`src/rtl/edf_pkg.sv`:
```
`timescale 1ns / 1ps
// ----------------------------------------------------------------------------
// edf_pkg
// Shared types and constants for the earliest-deadline-first ready queue.
// ----------------------------------------------------------------------------
package edf_pkg;

   localparam int EDF_QUEUE_DEPTH = 16;
   localparam int KIND_W          = 4;
   localparam int DEADLINE_W      = 32;
   localparam int QCOUNT_W        = 5;

   typedef enum logic {
      OP_ENQUEUE  = 1'b0,
      OP_DISPATCH = 1'b1
   } edf_op_type;

   typedef enum logic [1:0] {
      ST_ENQUEUED   = 2'd0,
      ST_DISPATCHED = 2'd1,
      ST_FULL       = 2'd2,
      ST_EMPTY      = 2'd3
   } edf_status_type;

   typedef enum logic [1:0] {
      S_IDLE,
      S_SCAN,
      S_SHIFT,
      S_FINISH
   } edf_state_type;

   typedef struct packed {
      logic [KIND_W-1:0]     kind;
      logic [DEADLINE_W-1:0] deadline;
   } edf_entry_type;

   typedef struct packed {
      edf_status_type        status;
      logic [KIND_W-1:0]     kind;
      logic [DEADLINE_W-1:0] deadline;
      logic [QCOUNT_W-1:0]   count;
   } edf_result_type;

endpackage

```
`src/rtl/edf_if.sv`:
```
`timescale 1ns / 1ps
// ----------------------------------------------------------------------------
// edf_if
// Valid/ready channels for request and response beats of the ready queue.
// ----------------------------------------------------------------------------
interface edf_req_if;
   logic                             valid;
   logic                             ready;
   logic                             opcode;
   logic [edf_pkg::KIND_W-1:0]       task_kind;
   logic [edf_pkg::DEADLINE_W-1:0]   deadline;

   modport source (output valid, output opcode, output task_kind, output deadline,
                   input ready);
   modport sink   (input valid, input opcode, input task_kind, input deadline,
                   output ready);
endinterface

interface edf_rsp_if;
   logic                             valid;
   logic                             ready;
   logic [1:0]                       status;
   logic [edf_pkg::KIND_W-1:0]       out_kind;
   logic [edf_pkg::DEADLINE_W-1:0]   out_deadline;
   logic [edf_pkg::QCOUNT_W-1:0]     queue_count;

   modport source (output valid, output status, output out_kind, output out_deadline,
                   output queue_count, input ready);
   modport sink   (input valid, input status, input out_kind, input out_deadline,
                   input queue_count, output ready);
endinterface

```
`src/rtl/edf_entry_ram.sv`:
```
`timescale 1ns / 1ps
// ----------------------------------------------------------------------------
// edf_entry_ram
// Entry store: one write port, one read port with registered read data.
// ----------------------------------------------------------------------------
module edf_entry_ram #(
   parameter int DEPTH  = edf_pkg::EDF_QUEUE_DEPTH,
   parameter int ADDR_W = $clog2(DEPTH)
) (
   input  logic                  clock,
   input  logic                  we,
   input  logic [ADDR_W-1:0]     waddr,
   input  edf_pkg::edf_entry_type wdata,
   input  logic [ADDR_W-1:0]     raddr,
   output edf_pkg::edf_entry_type rdata
);

   edf_pkg::edf_entry_type mem [DEPTH];

   always_ff @(posedge clock) begin
      if (we) begin
         mem[waddr] <= wdata;
      end
   end

   always_ff @(posedge clock) begin
      rdata <= mem[raddr];
   end

endmodule

```
`src/rtl/edf_ctrl.sv`:
```
`timescale 1ns / 1ps
// ----------------------------------------------------------------------------
// edf_ctrl
// Sequencer with one shared deadline comparator: scan for the minimum,
// then close the gap one entry per cycle.
// ----------------------------------------------------------------------------
module edf_ctrl #(
   parameter int QUEUE_DEPTH = edf_pkg::EDF_QUEUE_DEPTH,
   parameter int IDX_W       = $clog2(QUEUE_DEPTH),
   parameter int CNT_W       = $clog2(QUEUE_DEPTH + 1)
) (
   input  logic                            clock,
   input  logic                            reset,
   input  logic                            req_valid,
   output logic                            req_ready,
   input  logic                            req_opcode,
   input  logic [edf_pkg::KIND_W-1:0]      req_task_kind,
   input  logic [edf_pkg::DEADLINE_W-1:0]  req_deadline,
   input  logic                            out_free,
   output logic                            res_valid,
   output edf_pkg::edf_result_type         res,
   output logic                            ram_we,
   output logic [IDX_W-1:0]                ram_waddr,
   output edf_pkg::edf_entry_type          ram_wdata,
   output logic [IDX_W-1:0]                ram_raddr,
   input  edf_pkg::edf_entry_type          ram_rdata
);

   edf_pkg::edf_state_type              state_ff, state_in;
   logic [CNT_W-1:0]                    count_ff, count_in;
   logic [IDX_W-1:0]                    pos_ff, pos_in;
   logic [IDX_W-1:0]                    best_idx_ff, best_idx_in;
   logic [edf_pkg::KIND_W-1:0]          best_kind_ff, best_kind_in;
   logic [edf_pkg::DEADLINE_W-1:0]      best_dl_ff, best_dl_in;
   edf_pkg::edf_status_type             status_ff, status_in;

   logic                                take;
   logic [IDX_W-1:0]                    best_next_idx;
   logic [CNT_W-1:0]                    last_idx;
   logic [CNT_W+edf_pkg::QCOUNT_W-1:0]  count_wide;

   always_ff @(posedge clock) begin
      if (reset) begin
         state_ff <= edf_pkg::S_IDLE;
         count_ff <= '0;
      end else begin
         state_ff <= state_in;
         count_ff <= count_in;
      end
   end

   always_ff @(posedge clock) begin
      pos_ff       <= pos_in;
      best_idx_ff  <= best_idx_in;
      best_kind_ff <= best_kind_in;
      best_dl_ff   <= best_dl_in;
      status_ff    <= status_in;
   end

   // strict less-than keeps the oldest entry on equal deadlines
   assign take          = (pos_ff == '0) || (ram_rdata.deadline < best_dl_ff);
   assign best_next_idx = take ? pos_ff : best_idx_ff;
   assign last_idx      = count_ff - CNT_W'(1);

   always_comb begin
      state_in     = state_ff;
      count_in     = count_ff;
      pos_in       = pos_ff;
      best_idx_in  = best_idx_ff;
      best_kind_in = best_kind_ff;
      best_dl_in   = best_dl_ff;
      status_in    = status_ff;
      req_ready    = 1'b0;
      res_valid    = 1'b0;
      ram_we       = 1'b0;
      ram_waddr    = pos_ff;
      ram_wdata    = ram_rdata;
      ram_raddr    = pos_ff + IDX_W'(1);

      unique case (state_ff)
         edf_pkg::S_IDLE: begin
            req_ready = 1'b1;
            if (req_valid) begin
               best_kind_in = '0;
               best_dl_in   = '0;
               if (req_opcode == edf_pkg::OP_ENQUEUE) begin
                  state_in = edf_pkg::S_FINISH;
                  if (count_ff >= CNT_W'(QUEUE_DEPTH)) begin
                     status_in = edf_pkg::ST_FULL;
                  end else begin
                     ram_we             = 1'b1;
                     ram_waddr          = count_ff[IDX_W-1:0];
                     ram_wdata.kind     = req_task_kind;
                     ram_wdata.deadline = req_deadline;
                     count_in           = count_ff + CNT_W'(1);
                     status_in          = edf_pkg::ST_ENQUEUED;
                  end
               end else if (count_ff == '0) begin
                  status_in = edf_pkg::ST_EMPTY;
                  state_in  = edf_pkg::S_FINISH;
               end else begin
                  ram_raddr = '0;
                  pos_in    = '0;
                  state_in  = edf_pkg::S_SCAN;
               end
            end
         end
         edf_pkg::S_SCAN: begin
            best_idx_in = best_next_idx;
            if (take) begin
               best_kind_in = ram_rdata.kind;
               best_dl_in   = ram_rdata.deadline;
            end
            if (CNT_W'(pos_ff) == last_idx) begin
               status_in = edf_pkg::ST_DISPATCHED;
               if (CNT_W'(best_next_idx) == last_idx) begin
                  count_in = last_idx;
                  state_in = edf_pkg::S_FINISH;
               end else begin
                  ram_raddr = best_next_idx + IDX_W'(1);
                  pos_in    = best_next_idx;
                  state_in  = edf_pkg::S_SHIFT;
               end
            end else begin
               pos_in = pos_ff + IDX_W'(1);
            end
         end
         edf_pkg::S_SHIFT: begin
            ram_we = 1'b1;
            if (CNT_W'(pos_ff) == count_ff - CNT_W'(2)) begin
               count_in = last_idx;
               state_in = edf_pkg::S_FINISH;
            end else begin
               ram_raddr = pos_ff + IDX_W'(2);
               pos_in    = pos_ff + IDX_W'(1);
            end
         end
         edf_pkg::S_FINISH: begin
            res_valid = 1'b1;
            if (out_free) begin
               state_in = edf_pkg::S_IDLE;
            end
         end
         default: begin
            state_in = edf_pkg::S_IDLE;
         end
      endcase
   end

   assign count_wide   = (CNT_W + edf_pkg::QCOUNT_W)'(count_ff);
   assign res.status   = status_ff;
   assign res.kind     = best_kind_ff;
   assign res.deadline = best_dl_ff;
   assign res.count    = count_wide[edf_pkg::QCOUNT_W-1:0];

endmodule

```
`src/rtl/edf_ready_queue.sv`:
```
`timescale 1ns / 1ps
// Enqueue, full or empty moves from the request beat to the finish state; its result
// enters the response register once it is free. Dispatch first scans the held entries,
// the shared comparator reading one entry per cycle, then one slot moves per cycle to
// close the gap. A new request is taken only in idle, after the result has been loaded.
// Reset clears the entry count and the sequencer; entry storage is not cleared.
// ----------------------------------------------------------------------------
// edf_ready_queue
// Earliest-deadline-first ready queue: enqueue appends, dispatch removes the
// entry with the smallest deadline (oldest wins ties), order otherwise kept.
// ----------------------------------------------------------------------------
module edf_ready_queue #(
   parameter int QUEUE_DEPTH = edf_pkg::EDF_QUEUE_DEPTH
) (
   input logic         clock,
   input logic         reset,
   edf_req_if.sink     req_bus,
   edf_rsp_if.source   rsp_bus
);

   localparam int IDX_W = $clog2(QUEUE_DEPTH);
   localparam int CNT_W = $clog2(QUEUE_DEPTH + 1);

   logic                     out_free;
   logic                     res_valid;
   edf_pkg::edf_result_type  res;

   logic                     ram_we;
   logic [IDX_W-1:0]         ram_waddr;
   logic [IDX_W-1:0]         ram_raddr;
   edf_pkg::edf_entry_type   ram_wdata;
   edf_pkg::edf_entry_type   ram_rdata;

   // response register: parts the sequencer from the response channel
   logic                     rsp_valid_ff, rsp_valid_in;
   edf_pkg::edf_result_type  rsp_data_ff, rsp_data_in;

   edf_ctrl #(
      .QUEUE_DEPTH (QUEUE_DEPTH),
      .IDX_W       (IDX_W),
      .CNT_W       (CNT_W)
   ) u_ctrl (
      .clock         (clock),
      .reset         (reset),
      .req_valid     (req_bus.valid),
      .req_ready     (req_bus.ready),
      .req_opcode    (req_bus.opcode),
      .req_task_kind (req_bus.task_kind),
      .req_deadline  (req_bus.deadline),
      .out_free      (out_free),
      .res_valid     (res_valid),
      .res           (res),
      .ram_we        (ram_we),
      .ram_waddr     (ram_waddr),
      .ram_wdata     (ram_wdata),
      .ram_raddr     (ram_raddr),
      .ram_rdata     (ram_rdata)
   );

   edf_entry_ram #(
      .DEPTH  (QUEUE_DEPTH),
      .ADDR_W (IDX_W)
   ) u_ram (
      .clock (clock),
      .we    (ram_we),
      .waddr (ram_waddr),
      .wdata (ram_wdata),
      .raddr (ram_raddr),
      .rdata (ram_rdata)
   );

   // the slot is free when empty or when its beat leaves this cycle
   assign out_free = !rsp_valid_ff || rsp_bus.ready;

   always_comb begin
      rsp_valid_in = rsp_valid_ff;
      rsp_data_in  = rsp_data_ff;
      if (res_valid && out_free) begin
         // load the finished result
         rsp_valid_in = 1'b1;
         rsp_data_in  = res;
      end else if (rsp_bus.ready) begin
         // drop the beat once taken
         rsp_valid_in = 1'b0;
      end
   end

   always_ff @(posedge clock) begin
      if (reset) begin
         rsp_valid_ff <= 1'b0;
      end else begin
         rsp_valid_ff <= rsp_valid_in;
      end
   end

   always_ff @(posedge clock) begin
      rsp_data_ff <= rsp_data_in;
   end

   assign rsp_bus.valid        = rsp_valid_ff;
   assign rsp_bus.status       = rsp_data_ff.status;
   assign rsp_bus.out_kind     = rsp_data_ff.kind;
   assign rsp_bus.out_deadline = rsp_data_ff.deadline;
   assign rsp_bus.queue_count  = rsp_data_ff.count;

endmodule

```
`src/flat_wrapper.sv`:
```
// flat-port wrapper written by rule: the top's interface ports become plain ports
module edf_ready_queue_flat 
#(
   parameter int QUEUE_DEPTH = edf_pkg::EDF_QUEUE_DEPTH
)
  (clock, reset, req_bus_valid, req_bus_opcode, req_bus_task_kind, req_bus_deadline, req_bus_ready, rsp_bus_valid, rsp_bus_status, rsp_bus_out_kind, rsp_bus_out_deadline, rsp_bus_queue_count, rsp_bus_ready);
  edf_req_if req_bus_i ();
  edf_rsp_if rsp_bus_i ();
  input logic clock;
  input logic reset;
  input wire logic [$bits(req_bus_i.valid)-1:0] req_bus_valid;
  input wire logic [$bits(req_bus_i.opcode)-1:0] req_bus_opcode;
  input wire logic [$bits(req_bus_i.task_kind)-1:0] req_bus_task_kind;
  input wire logic [$bits(req_bus_i.deadline)-1:0] req_bus_deadline;
  output wire logic [$bits(req_bus_i.ready)-1:0] req_bus_ready;
  output wire logic [$bits(rsp_bus_i.valid)-1:0] rsp_bus_valid;
  output wire logic [$bits(rsp_bus_i.status)-1:0] rsp_bus_status;
  output wire logic [$bits(rsp_bus_i.out_kind)-1:0] rsp_bus_out_kind;
  output wire logic [$bits(rsp_bus_i.out_deadline)-1:0] rsp_bus_out_deadline;
  output wire logic [$bits(rsp_bus_i.queue_count)-1:0] rsp_bus_queue_count;
  input wire logic [$bits(rsp_bus_i.ready)-1:0] rsp_bus_ready;
  assign req_bus_i.valid = req_bus_valid;
  assign req_bus_i.opcode = req_bus_opcode;
  assign req_bus_i.task_kind = req_bus_task_kind;
  assign req_bus_i.deadline = req_bus_deadline;
  assign req_bus_ready = req_bus_i.ready;
  assign rsp_bus_valid = rsp_bus_i.valid;
  assign rsp_bus_status = rsp_bus_i.status;
  assign rsp_bus_out_kind = rsp_bus_i.out_kind;
  assign rsp_bus_out_deadline = rsp_bus_i.out_deadline;
  assign rsp_bus_queue_count = rsp_bus_i.queue_count;
  assign rsp_bus_i.ready = rsp_bus_ready;
  edf_ready_queue #(.QUEUE_DEPTH(QUEUE_DEPTH)) u_core (.clock(clock), .reset(reset), .req_bus(req_bus_i), .rsp_bus(rsp_bus_i));
endmodule
```
`config.mk`:
```
export PLATFORM = sky130hd
export DESIGN_NAME = edf_ready_queue_flat
export DESIGN_NICKNAME = d
export VERILOG_FILES = /design/src/rtl/edf_pkg.sv /design/src/rtl/edf_if.sv /design/src/rtl/edf_entry_ram.sv /design/src/rtl/edf_ctrl.sv /design/src/rtl/edf_ready_queue.sv /design/src/flat_wrapper.sv
export SDC_FILE = /design/constraint.sdc
export NUM_CORES = 1
export LEC_CHECK = 0
export ABC_CLOCK_PERIOD_IN_PS = 14100
export BUFFER_PORTS_ARGS = -buffer_cell sky130_fd_sc_hd__buf_2
export CAP_MARGIN = 20
export CORE_UTILIZATION = 30
export CTS_CLUSTER_SIZE = 30
export DETAILED_ROUTE_END_ITERATION = 10
export PLACE_DENSITY = 0.56
export SETUP_SLACK_MARGIN = 0.05
export SKIP_CTS_REPAIR_TIMING = 1
export SYNTH_ARGS = -nofsm -noshare
export SYNTH_HDL_FRONTEND = slang
export SYNTH_SLANG_ARGS = --single-unit
```
`constraint.sdc`:
```
create_clock -name clock -period 14.1 [get_ports clock]
set_clock_uncertainty 0.1 [all_clocks]
set_input_delay 0.705 -clock clock [delete_from_list [all_inputs] [get_ports clock]]
set_output_delay 0.705 -clock clock [all_outputs]
set_load 0.005 [all_outputs]
```
==> impl_metrics.tcl <==
set metrics [dict create \
    min_path_type "in -> reg" \
    synth_edf_count 665 \
    grt_overflow 0 \
    start_util_pct 30.3 \
    leakage_nw 11.2 \
    cts_made_buffers 74 \
    critical_path_buf_inv_count 2 \
    max_cap_viol_count 0 \
    drc 0 \
    rsz0062_at_grt "false" \
    numPortBuffers 85 \
    fin_nets 1902 \
    first_iter_violations 1367 \
    rrSetupSlack_ns 7.65 \
    syn-cell-area_um2 28800 \
    end_kind "flip-flop" \
    htree_levels 3 \
    status "completed" \
    clk_pin_slew_ns 0.06 \
    antenna_found_initial 7 \
    tritoncts "yes" \
    totalPowerFinal_mw 8.34 \
    drt-total-wl_um 73100 \
    dieArea_um2 97300 \
    die_y_um 312 \
    worstMarginPinSlew_ns 1.21 \
    clock.fmax_mhz 155 \
    synth.distinct_cells 79 \
    viasPerCell 4.94 \
    yosysWarningCount 0 \
    synth-seq-cells 709 \
    slew_viol_final 0 \
    area_growth_pct 14.7 \
    setup_viol 0 \
    dp.cells 3006 \
    gp_congestion 0.853 \
    dpl.hpwl_um 39200 \
    syn_nets 1802 \
    ant_nets 0 \
    drtPass1Iterations 5 \
    clock_tree.root_cell "clkbuf_16" \
    powerDensity_nw_per_um2 253 \
    async_flop_share_pct 0 \
    clockBufferDepth 3 \
    tns_ns 0 \
    worstPathRequired_ns 14.46 \
    cpMostUsedCell "buf_12" \
    placementRows 113 \
    num_vias 15523 \
    grt_max_degree 157 \
    crit_chain "ha_1 > nand4_1 > or3_4 > a2111oi_4 > o31ai_2 > a221oi_2 > o22ai_2 > o31a_2 > nor3_2 > buf_12 > buf_12 > mux2i_1 > o22ai_1 > or4_1" \
    maxSlewHeadroom_pct 19.1 \
    die_x_um 312 \
    drive_gt1_share_pct 16.6 \
    coreArea_um2 95000 \
    worst_path_max_delay_cell "buf_12" \
    crit_fanout 156 \
    synthFlopType "edfxtp_1" \
    syn-mean-instance-area_um2 16.8 \
    grt_first_pass_wirelength_um 106000 \
    grt_pass1_vias 15520 \
    antenna_cells 0 \
    pre_cts_slack_ns 7.76 \
    period_share_pct 45.8 \
    final_cell_count_no_fill 3140 \
    worstSkewPairLatency_ns 0.61 \
    slowest_delay_ns 0.81 \
    ios 86 \
    path_class "reg -> reg" \
    start_kind "flip-flop" \
    arrival_ns 6.82 \
    track_usage_pct 14.7 \
    fin_crit_ns 6.45 \
    fin_ws_ns 7.65 \
    ys_seq_area_share_pct 72.4 \
    vdd_drop_max_v 0.000366 \
    synth_cells 1717 \
    wl_per_cell_um 23.3 \
    finalHoldViolations 0 \
    final_util_pct 34.8 \
    crit_family "compound AO/OA/AOI/OAI gates" \
    clock-sinks 709 \
]
[worst paths after layout]
| path | to | startpoint | cells after the start |
|---|---|---|---|
| worst max-delay path | u_core.u_ram.rdata[19]$_DFF_P_ | u_core.u_ram.rdata[15]$_DFF_P_ | 14 |
| worst min register to register | u_core.rsp_bus.out_kind[2]$_DFFE_PP_ | u_core.u_ctrl.best_kind_ff[2]$_SDFFCE_PN0P_ | 0 |
| worst max register to register | u_core.u_ram.rdata[19]$_DFF_P_ | u_core.u_ram.rdata[15]$_DFF_P_ | 14 |
| worst min-delay path | u_core.rsp_bus.valid$_SDFFE_PP0P_ | reset | 2 |
[area by class of cell]
cell class | instances | area (um2)
multi-input combinational | 877 | 7380
fill | 8993 | 62000
timing repair buffer | 112 | 653
clock inverter | 32 | 329
clock buffer | 102 | 2070
sequential | 709 | 20900
inverter | 43 | 161
tap | 1265 | 1580
[synthesized netlist by cell type (9+ instances only)]
cell | number | area, um2
xor2_1 | 9 | 78.8
buf_2 | 25 | 125
nor2_1 | 41 | 154
clkbuf_1 | 27 | 101
and2_1 | 42 | 263
a21oi_1 | 24 | 120
mux2_2 | 39 | 439
inv_1 | 42 | 158
o21ai_0 | 15 | 75.1
buf_6 | 14 | 158
buf_4 | 19 | 143
nand2_1 | 33 | 124
o22ai_1 | 140 | 876
dfxtp_1 | 44 | 881
xnor2_1 | 10 | 87.6
a31oi_1 | 10 | 62.6
nand3_1 | 12 | 60.1
nand4_1 | 11 | 68.8
edfxtp_1 | 665 | 20000
ha_1 | 44 | 551
mux2i_1 | 286 | 2860
or4_1 | 37 | 278
[cells by family after synthesis]
logic type | synth area share (%)
xor gates and xnor gates | 0.656
buffers and inverters | 2.55
AOI/OAI and AO/OA | 6.39
muxes | 11.5
and+or+nand+nor | 4.66
adders and majority gates | 1.91
DFF | 72.4
[metrics by stage]
| stage | hold WS (ns) | instance area (um2) |
|---|---|---|
| 2_1_floorplan | 0.300 | 28800 |
| 3_3_place_gp | 0.304 | 30600 |
| 3_5_place_dp | 0.305 | 30600 |
| 4_1_cts | 0.247 | 33000 |
| 5_1_grt | 0.280 | 33000 |
| 6_report | 0.269 | 33000 |
[layout by cell type (no fill, tap or decap), types with 5 or more instances in the layout]
cell	n
mux2_2	39
xor2_1	9
nand2_1	33
clkbuf_16	76
nor2_4	17
or4_1	37
nand3_1	12
nand4_1	11
a211oi_1	5
dfxtp_1	44
a21oi_1	24
nor2b_1	6
mux2i_1	286
ha_1	43
o31ai_1	5
buf_2	85
o21a_1	5
clkbuf_1	19
edfxtp_1	665
xnor2_1	10
and2_1	42
nand2b_1	6
buf_4	25
a31oi_1	10
clkinv_2	7
o22ai_1	140
clkbuf_8	7
o21ai_0	15
clkinv_1	14
nor3_1	7
and3_1	5
inv_1	42
nor2_1	24
bufinv_16	5
[report_power, final]
part	internal (mW)	switching, mW
Clock	1.12	0.788
Sequential	2.93	0.207
Combinational	1.24	2.05
[registers in the layout, summed over array words and instances (netlist names)]
| signal | cells |
|---|---|
| u_core.u_ram.mem | 576 |
| u_core.rsp_bus.out_kind | 4 |
| u_core.u_ctrl.best_kind_ff | 4 |
| u_core.u_ctrl.best_idx_ff | 4 |
| u_core.rsp_bus.status | 2 |
| u_core.rsp_bus.out_deadline | 32 |
| u_core.rsp_bus.queue_count | 5 |
| u_core.rsp_bus.valid | 1 |
| u_core.u_ctrl.status_ff | 2 |
| u_core.u_ctrl.state_ff | 2 |
| u_core.u_ctrl.best_dl_ff | 32 |
| u_core.u_ctrl.pos_ff | 4 |
| u_core.u_ram.rdata | 36 |
| u_core.u_ctrl.count_ff | 5 |
[worst register-to-register path, cell delays in order (launching register included)]
cell,delay (ns)
dfxtp_1,0.41
ha_1,0.38
nand4_1,0.15
or3_4,0.44
a2111oi_4,0.51
o31ai_2,0.20
a221oi_2,0.38
o22ai_2,0.21
o31a_2,0.43
nor3_2,0.26
buf_12,0.71
buf_12,0.84
mux2i_1,0.56
o22ai_1,0.11
or4_1,0.62
[routing by layer]
metal / GRT usage [%] / vias up / wire, um
met5: 0 / - / 0
met4: 3.71 / 0 / 1160
met3: 2.15 / 90 / 3260
met2: 24.7 / 392 / 35800
met1: 20.0 / 8028 / 32900
li1: - / 7013 / -
Power figures use the tool's default switching activity.
